### src/rtl/assert_macros.svh
// assertion helpers, clocked on clk with rst_n low disabling the check
`ifndef ASSERT_MACROS_SVH
`define ASSERT_MACROS_SVH

`ifndef NO_ASSERTIONS

`define ASSERT_ALWAYS(label, expr) \
    label: assert property (@(posedge clk) disable iff (!rst_n) (expr)) \
        else $error("assertion failed");

`define ASSERT_IMPLIES(label, ante, cons) \
    label: assert property (@(posedge clk) disable iff (!rst_n) (ante) |-> (cons)) \
        else $error("assertion failed");

`define ASSERT_NEXT(label, ante, cons) \
    label: assert property (@(posedge clk) disable iff (!rst_n) (ante) |=> (cons)) \
        else $error("assertion failed");

`else

`define ASSERT_ALWAYS(label, expr)
`define ASSERT_IMPLIES(label, ante, cons)
`define ASSERT_NEXT(label, ante, cons)

`endif

`endif

### src/rtl/lru_pkg.sv
package lru_pkg;

    localparam int PAGE_W  = 16;
    localparam int FRAME_W = 4;
    localparam int CFG_W   = 5;
    localparam int TIME_W  = 32;
    localparam int FAULT_W = 32;

    localparam logic [CFG_W-1:0]   CFG_RESET = 5'd16;
    localparam logic [FAULT_W-1:0] FAULT_MAX = '1;

    typedef struct packed {
        logic [PAGE_W-1:0] page;
        logic              restart;
    } req_t;

    typedef struct packed {
        logic               hit;
        logic [FRAME_W-1:0] frame;
        logic               evicted_valid;
        logic [PAGE_W-1:0]  evicted_page;
        logic [FAULT_W-1:0] fault_count;
    } res_t;

    typedef enum logic [1:0] {
        ST_IDLE,
        ST_SCAN,
        ST_FINISH
    } state_t;

    typedef struct packed {
        logic load;
        logic scan;
        logic commit;
    } cmd_t;

    typedef struct packed {
        logic scan_done;
    } sts_t;

endpackage

### src/rtl/lru_page_replacement_core.sv
// a request beat is loaded, then the compare unit scans the active frames up to a hit or the last one,
// then the result is committed and shown once the output register can take the beat
// one request is handled at a time by the single compare unit, which
// steps through the frame memory one frame per cycle; a held result stalls the next
// reset: rst_n asynchronous active low; frames empty, clocks and fault count zero,
// frame count 16; frame memory contents are left as they are

module lru_page_replacement_core #(
    parameter int FRAMES    = 16,
    parameter int PAGE_BITS = 16
) (
    input  logic                      clk,
    input  logic                      rst_n,
    input  logic                      cfg_we,
    input  logic [lru_pkg::CFG_W-1:0] cfg_wdata,
    input  logic                      in_valid,
    output logic                      in_ready,
    input  lru_pkg::req_t             in_data,
    output logic                      out_valid,
    input  logic                      out_ready,
    output lru_pkg::res_t             out_data
);

    lru_pkg::cmd_t cmd;
    lru_pkg::sts_t sts;

    lru_ctrl u_ctrl (
        .clk       (clk),
        .rst_n     (rst_n),
        .in_valid  (in_valid),
        .in_ready  (in_ready),
        .out_valid (out_valid),
        .out_ready (out_ready),
        .cmd       (cmd),
        .sts       (sts)
    );

    lru_dp #(
        .FRAMES    (FRAMES),
        .PAGE_BITS (PAGE_BITS)
    ) u_dp (
        .clk       (clk),
        .rst_n     (rst_n),
        .cfg_we    (cfg_we),
        .cfg_wdata (cfg_wdata),
        .in_data   (in_data),
        .cmd       (cmd),
        .sts       (sts),
        .out_data  (out_data)
    );

endmodule

### src/rtl/lru_dp.sv
`include "assert_macros.svh"

module lru_dp #(
    parameter int FRAMES    = 16,
    parameter int PAGE_BITS = 16
) (
    input  logic                          clk,
    input  logic                          rst_n,
    input  logic                          cfg_we,
    input  logic [lru_pkg::CFG_W-1:0]     cfg_wdata,
    input  lru_pkg::req_t                 in_data,
    input  lru_pkg::cmd_t                 cmd,
    output lru_pkg::sts_t                 sts,
    output lru_pkg::res_t                 out_data
);

    localparam int IDX_W = (FRAMES > 1) ? $clog2(FRAMES) : 1;
    localparam int CNT_W = $clog2(FRAMES + 1);

    // frame store, one read port stepping through the frames
    logic [PAGE_BITS-1:0]       page_mem [FRAMES];
    logic [lru_pkg::TIME_W-1:0] time_mem [FRAMES];

    logic [lru_pkg::CFG_W-1:0]   cfg_reg;
    logic [PAGE_BITS-1:0]        page_reg;
    logic [lru_pkg::TIME_W-1:0]  clock_reg;
    logic [CNT_W-1:0]            filled_reg;
    logic [lru_pkg::FAULT_W-1:0] faults_reg;
    logic [IDX_W-1:0]            rd_idx_reg;
    logic [IDX_W-1:0]            cmp_idx_reg;
    logic                        cmp_vld_reg;
    logic [PAGE_BITS-1:0]        page_rd_reg;
    logic [lru_pkg::TIME_W-1:0]  time_rd_reg;
    logic [lru_pkg::TIME_W-1:0]  best_age_reg;
    logic [IDX_W-1:0]            best_idx_reg;
    logic [PAGE_BITS-1:0]        best_page_reg;
    logic                        hit_reg;
    logic [IDX_W-1:0]            hit_idx_reg;
    lru_pkg::res_t               out_data_reg;

    logic [CNT_W-1:0]            act_cnt;
    logic [IDX_W-1:0]            last_idx;
    logic [lru_pkg::TIME_W-1:0]  age;
    logic                        hit_now;
    logic                        better;
    logic                        not_full;
    logic [IDX_W-1:0]            slot;
    logic [IDX_W-1:0]            rd_idx_next;
    logic [lru_pkg::FAULT_W-1:0] faults_next;
    logic [CNT_W-1:0]            filled_next;

    // zero acts as one, anything above the built count as the built count
    always_comb
    begin
        if (cfg_reg == '0)
        begin
            act_cnt = CNT_W'(1);
        end
        else if (32'(cfg_reg) > 32'(FRAMES))
        begin
            act_cnt = CNT_W'(FRAMES);
        end
        else
        begin
            act_cnt = CNT_W'(cfg_reg);
        end
    end

    assign last_idx = IDX_W'(act_cnt - CNT_W'(1));
    assign not_full = filled_reg < act_cnt;
    assign age      = clock_reg - time_rd_reg;
    assign hit_now  = cmp_vld_reg && (CNT_W'(cmp_idx_reg) < filled_reg)
                      && (page_rd_reg == page_reg);
    // ties keep the lower frame
    assign better   = (cmp_idx_reg == '0) || (age > best_age_reg);
    assign sts.scan_done = cmp_vld_reg && (hit_now || cmp_idx_reg == last_idx);

    assign rd_idx_next = (rd_idx_reg == last_idx) ? rd_idx_reg : rd_idx_reg + IDX_W'(1);

    always_comb
    begin
        if (hit_reg)
        begin
            slot = hit_idx_reg;
        end
        else if (not_full)
        begin
            slot = IDX_W'(filled_reg);
        end
        else
        begin
            slot = best_idx_reg;
        end
    end

    always_comb
    begin
        faults_next = faults_reg;
        filled_next = filled_reg;
        if (!hit_reg)
        begin
            if (faults_reg != lru_pkg::FAULT_MAX)
            begin
                faults_next = faults_reg + lru_pkg::FAULT_W'(1);
            end
            if (not_full)
            begin
                filled_next = filled_reg + CNT_W'(1);
            end
        end
    end

    always_ff @(posedge clk or negedge rst_n)
    begin
        if (!rst_n)
        begin
            cfg_reg     <= lru_pkg::CFG_RESET;
            clock_reg   <= '0;
            filled_reg  <= '0;
            faults_reg  <= '0;
            rd_idx_reg  <= '0;
            cmp_vld_reg <= 1'b0;
        end
        else
        begin
            if (cfg_we)
            begin
                cfg_reg <= cfg_wdata;
            end
            if (cmd.load)
            begin
                rd_idx_reg  <= '0;
                cmp_vld_reg <= 1'b0;
                if (in_data.restart)
                begin
                    clock_reg  <= lru_pkg::TIME_W'(1);
                    filled_reg <= '0;
                    faults_reg <= '0;
                end
                else
                begin
                    clock_reg <= clock_reg + lru_pkg::TIME_W'(1);
                end
            end
            if (cmd.scan)
            begin
                rd_idx_reg  <= rd_idx_next;
                cmp_vld_reg <= 1'b1;
            end
            if (cmd.commit)
            begin
                filled_reg <= filled_next;
                faults_reg <= faults_next;
            end
        end
    end

    always_ff @(posedge clk)
    begin
        if (cmd.load)
        begin
            page_reg <= PAGE_BITS'(in_data.page);
        end
        if (cmd.scan)
        begin
            cmp_idx_reg <= rd_idx_reg;
            if (cmp_vld_reg && better)
            begin
                best_age_reg  <= age;
                best_idx_reg  <= cmp_idx_reg;
                best_page_reg <= page_rd_reg;
            end
            if (sts.scan_done)
            begin
                hit_reg     <= hit_now;
                hit_idx_reg <= cmp_idx_reg;
            end
        end
        if (cmd.commit)
        begin
            out_data_reg.hit           <= hit_reg;
            out_data_reg.frame         <= lru_pkg::FRAME_W'(slot);
            out_data_reg.evicted_valid <= !hit_reg && !not_full;
            out_data_reg.evicted_page  <= (!hit_reg && !not_full)
                                          ? lru_pkg::PAGE_W'(best_page_reg) : '0;
            out_data_reg.fault_count   <= faults_next;
        end
    end

    // frame memory
    always_ff @(posedge clk)
    begin
        if (cmd.commit)
        begin
            page_mem[slot] <= page_reg;
            time_mem[slot] <= clock_reg;
        end
        if (cmd.scan)
        begin
            page_rd_reg <= page_mem[rd_idx_reg];
            time_rd_reg <= time_mem[rd_idx_reg];
        end
    end

    assign out_data = out_data_reg;

    `ASSERT_ALWAYS(a_filled_range, 32'(filled_reg) <= FRAMES)
    `ASSERT_ALWAYS(a_rd_idx_range, 32'(rd_idx_reg) < FRAMES)
    `ASSERT_NEXT(a_faults_monotonic, !cmd.load, faults_reg >= $past(faults_reg))

endmodule

### src/rtl/lru_ctrl.sv
`include "assert_macros.svh"

module lru_ctrl (
    input  logic          clk,
    input  logic          rst_n,
    input  logic          in_valid,
    output logic          in_ready,
    output logic          out_valid,
    input  logic          out_ready,
    output lru_pkg::cmd_t cmd,
    input  lru_pkg::sts_t sts
);

    lru_pkg::state_t state_reg;
    lru_pkg::state_t state_next;
    logic            out_valid_reg;
    logic            out_valid_next;

    always_ff @(posedge clk or negedge rst_n)
    begin
        if (!rst_n)
        begin
            state_reg     <= lru_pkg::ST_IDLE;
            out_valid_reg <= 1'b0;
        end
        else
        begin
            state_reg     <= state_next;
            out_valid_reg <= out_valid_next;
        end
    end

    always_comb
    begin
        state_next     = state_reg;
        out_valid_next = out_valid_reg && !out_ready;
        in_ready       = 1'b0;
        cmd            = '0;
        unique case (state_reg)
            lru_pkg::ST_IDLE:
            begin
                // a waiting result does not hold off the next request
                in_ready = 1'b1;
                if (in_valid)
                begin
                    cmd.load   = 1'b1;
                    state_next = lru_pkg::ST_SCAN;
                end
            end
            lru_pkg::ST_SCAN:
            begin
                cmd.scan = 1'b1;
                if (sts.scan_done)
                begin
                    state_next = lru_pkg::ST_FINISH;
                end
            end
            lru_pkg::ST_FINISH:
            begin
                // update frames only once the output register can take the beat
                if (!out_valid_reg || out_ready)
                begin
                    cmd.commit     = 1'b1;
                    out_valid_next = 1'b1;
                    state_next     = lru_pkg::ST_IDLE;
                end
            end
            default:
            begin
                state_next = lru_pkg::ST_IDLE;
            end
        endcase
    end

    assign out_valid = out_valid_reg;

    `ASSERT_IMPLIES(a_commit_slot_free, cmd.commit, !out_valid_reg || out_ready)
    `ASSERT_NEXT(a_commit_shows_beat, cmd.commit, out_valid_reg)
    `ASSERT_IMPLIES(a_ready_only_idle, in_ready, state_reg == lru_pkg::ST_IDLE)

endmodule
### config.mk
export PLATFORM = sky130hd
export DESIGN_NAME = lru_page_replacement_core
export DESIGN_NICKNAME = d
export VERILOG_FILES = /design/src/rtl/lru_pkg.sv /design/src/rtl/lru_page_replacement_core.sv /design/src/rtl/lru_dp.sv /design/src/rtl/lru_ctrl.sv
export VERILOG_INCLUDE_DIRS = /design/src /design/src/rtl
export SDC_FILE = /design/constraint.sdc
export NUM_CORES = 1
export LEC_CHECK = 0
export BUFFER_PORTS_ARGS = -buffer_cell sky130_fd_sc_hd__buf_2
export CAP_MARGIN = 20
export CELL_PAD_IN_SITES_DETAIL_PLACEMENT = 1
export CELL_PAD_IN_SITES_GLOBAL_PLACEMENT = 1
export CORE_MARGIN = 1
export CORE_UTILIZATION = 45
export CTS_BUF_LIST = sky130_fd_sc_hd__clkbuf_16
export CTS_CLUSTER_DIAMETER = 80
export CTS_CLUSTER_SIZE = 14
export DETAILED_ROUTE_END_ITERATION = 10
export GPL_TIMING_DRIVEN = 0
export PLACE_DENSITY_LB_ADDON = 0.1
export SLEW_MARGIN = 20
export SYNTH_ARGS = -nofsm -noshare
export SYNTH_HDL_FRONTEND = slang
export SYNTH_SLANG_ARGS = --single-unit
### constraint.sdc
create_clock -name clk -period 11.6 [get_ports clk]
set_input_delay 2.9 -clock clk [delete_from_list [all_inputs] [get_ports clk]]
set_output_delay 2.9 -clock clk [all_outputs]
set_load 0.1 [all_outputs]
==> results.json <==
{
  "diodes": 0,
  "vias": 22200,
  "yosysSeqAreaShare_pct": 72.3,
  "synth_area_um2": 42200,
  "cap_violations": 0,
  "die-area_um2": 94900,
  "layout_min_cycle_time_ns": 6.86,
  "design.core.area_um2": 92200,
  "pwr_density_cell_nw_per_um2": 214,
  "relSlewSlack_pct": 25.2,
  "clock-root-buffer": "clkbuf_16",
  "reg2reg_setup_slack_ns": 4.74,
  "numPlacedInstances": 3657,
  "async_flop_share_pct": 7.97,
  "avgRoutedWirePerCell_um": 28.4,
  "p_total_mw": 10.3,
  "syn_area_per_cell_um2": 18.6,
  "tritoncts": "built",
  "ir_drop_uv": 135,
  "critical_path_class": "reg -> reg",
  "rows": 111,
  "drive_above_1_share_pct": 22.1,
  "period_share_pct": 59.1,
  "hp-start": "u_dp.rd_idx_reg[2]",
  "p_seq_share_pct": 45.9,
  "finClkSkew_ns": 0.0252,
  "hpwlAfterDp_mm": 73.5,
  "first_iter_violations": 1984,
  "crit_path_end_kind": "register",
  "clk_pin_slew_ns": 0.07,
  "p_switching_mw": 3.19,
  "r2r_end": "u_dp.best_page_reg[9]",
  "io_buffer_count": 82,
  "nNetsFinal": 2604,
  "share_comb_of_total_power_pct": 27.9,
  "fillers": 8391,
  "drt-total-wl_mm": 108,
  "first_global_vias": 23400,
  "drc": 0,
  "area_growth_pct": 14.5,
  "clock_latency_ns": 0.66,
  "ios": 83,
  "grt_use_total_pct": 23.2,
  "cp_common_cell": "ha_1",
  "drv_slew": 0,
  "antenna_found_initial": 1,
  "synth_top_area_share_pct": 67.4,
  "grt_max_degree": 51,
  "grt_pass1_wl_mm": 158,
  "r2r_start": "u_dp.clock_reg[4]",
  "cp_slowest_cell": "dfrtp_1",
  "synth_common_cells": "edfxtp_1 (947), mux4_2 (240), inv_1 (93)",
  "ys.warnings.count": 0,
  "switching_share_pct": 31.0,
  "worst_pin_slew_ns": 1.12,
  "clockBufferDepth": 3,
  "largest_reg_flops": 512,
  "antenna_left": 0,
  "cts_setup_buffers": 0,
  "critPathRequiredTime_ns": 11.97,
  "post_cts_resized": 0,
  "power.internal_mw": 7.12,
  "htree_levels": 3,
  "die_width_um": 308,
  "synth_cell_types": 67,
  "min_to": "u_dp.cmp_idx_reg[2]",
  "r2r_cells": 16,
  "instances_no_fill": 3796,
  "dr.pass1.iters": 5,
  "synth.area.top_cells": "edfxtp_1 (67%), mux4_2 (13%), dfrtp_1 (4.8%), ha_1 (2.2%), xnor2_1 (1.6%)",
  "yosysMostFrequentCell": "edfxtp_1",
  "clock.fmax_ghz": 0.146,
  "crit_fanout": 22,
  "ctsHoldBuffers": 0,
  "grt-ovfl-total": 0,
  "hold_depth": 0,
  "setup_viol": 0,
  "cts_inserted_buffers": 85,
  "hold_path.class": "reg -> reg",
  "synth_enable_flop_cells": 947,
  "syn-num-nets": 2375,
  "via_per_inst": 5.84,
  "synth_top_cell_by_area": "edfxtp_1",
  "initial_utilization_pct": 45.7,
  "hold_violations": 0,
  "fp.dieH_um": 308,
  "critPathMaxStageDelay_ns": 0.88,
  "rsz0062_at_grt": "false",
  "synth-seq-cells": 1029,
  "synth-main-ff-cell": "edfxtp_1",
  "place.gp.congestion": 0.761,
  "arrival_ns": 7.23,
  "clkPwrFrac_pct": 26.1,
  "p_leak_nw": 16.2,
  "cp_cell_sequence": "ha_1, a21oi_1, and2_1, nand2_1, a221oi_2, o2bb2ai_1, o221ai_1, xnor2_1, ha_1, nand4_1, nor3_1, and3_1, o21ai_0, a31oi_4, buf_16, buf_8",
  "start_kind": "register",
  "cts.sinks": 1029,
  "postSynthCellCount": 2272,
  "status": "finished clean"
}
metal layers:
layer	track usage, %	vias to the layer above	routed length (um)
li1	-	9538	-
met1	32.4	12000	47200
met2	39.0	546	53600
met3	2.86	117	4680
met4	5.15	0	2140
met5	0	-	0
power by group through the flow:
stage | combinational (mW) | clock (mW) | sequential (mW)
after floorplan | 1.88 | 0 | 4.80
after global placement | 2.74 | 0 | 4.84
after detailed placement | 2.93 | 0 | 4.82
after CTS | 2.94 | 2.76 | 4.73
after global routing | 3.14 | 2.86 | 4.76
final | 2.88 | 2.70 | 4.73
how the worst max path moves through the flow:
stage	startpoint	endpoint
2_1_floorplan	out_ready	u_dp.page_mem[12][0]
3_3_place_gp	out_ready	u_dp.time_mem[14][24]
3_5_place_dp	u_dp.clock_reg[4]	u_dp.best_page_reg[1]
4_1_cts	u_dp.clock_reg[4]	u_dp.best_page_reg[1]
5_1_grt	u_dp.clock_reg[4]	u_dp.best_page_reg[6]
6_report	u_dp.clock_reg[4]	u_dp.best_page_reg[9]
worst max-delay path, delay by kind of cell, from the launching register on:
family	cells	cell delay (ns)
flip-flops	1	0.88
XOR/XNOR	1	0.15
adder cells (fa/ha/maj)	2	0.78
buffers and inverters	2	0.42
AND/OR/NAND/NOR	5	1.53
AO/OA/AOI/OAI	6	2.72
area by class of cell:
cell class	count	area, um2	area share [%]
plain buffers	96	410	0.850
clock buffers	88	2200	4.56
clock inverters	51	292	0.604
inverters	93	352	0.728
multi-input cells	1054	11100	23.0
flip-flops and latches	1029	30500	63.2
well taps	1243	1560	3.22
repair buffers	142	1890	3.91
through the flow:
stage          util [%]  setup WS (ns)  instance area, um2  hold WS [ns]  setup TNS (ns)
3_5_place_dp       49.6           4.52               45800         0.438               0
5_1_grt            52.3           4.36               48300         0.464               0
2_1_floorplan         -           3.73               42200         0.423               0
6_report           52.3           4.74               48300         0.458               0
4_1_cts            52.3           4.49               48300         0.465               0
3_3_place_gp       47.9         -0.986               44100         0.424         -181.47
cell families (layout without fill, tap and decap cells):
| family | Yosys count | after routing | synth area share, % |
|---|---|---|---|
| flip-flops | 1029 | 1029 | 72.3 |
| AND/OR/NAND/NOR | 364 | 364 | 4.51 |
| AO/OA/AOI/OAI | 255 | 255 | 3.79 |
| multiplexers | 254 | 254 | 13.2 |
| buffers and inverters | 189 | 470 | 1.77 |
| XOR/XNOR | 105 | 105 | 2.18 |
| adder cells (fa/ha/maj) | 76 | 76 | 2.27 |
placed cells by master, fill, tap and decap left out, types with 4 or more instances in the layout:
cell type,n
or3_1,15
nor2b_1,10
and3_1,14
nor3_1,18
a21oi_1,65
nor2_1,69
edfxtp_1,947
clkbuf_16,88
clkbuf_2,8
xnor2_1,75
dfrtp_1,81
clkbuf_1,55
mux4_2,240
nor2_4,16
buf_1,5
a211oi_1,5
buf_2,107
o211ai_1,7
buf_16,42
nand2_1,82
buf_12,13
nor4_1,5
o21ai_0,69
nand4_1,32
and2_1,24
a41oi_1,4
a21o_1,26
o21a_1,9
nand3_1,37
nand2b_1,11
ha_1,75
mux2i_1,4
inv_1,132
o31ai_1,19
xor2_1,30
mux2_2,10
o2111ai_1,4
a31oi_1,17
and4_1,13
No activity file was read; power rests on OpenSTA's default activity.
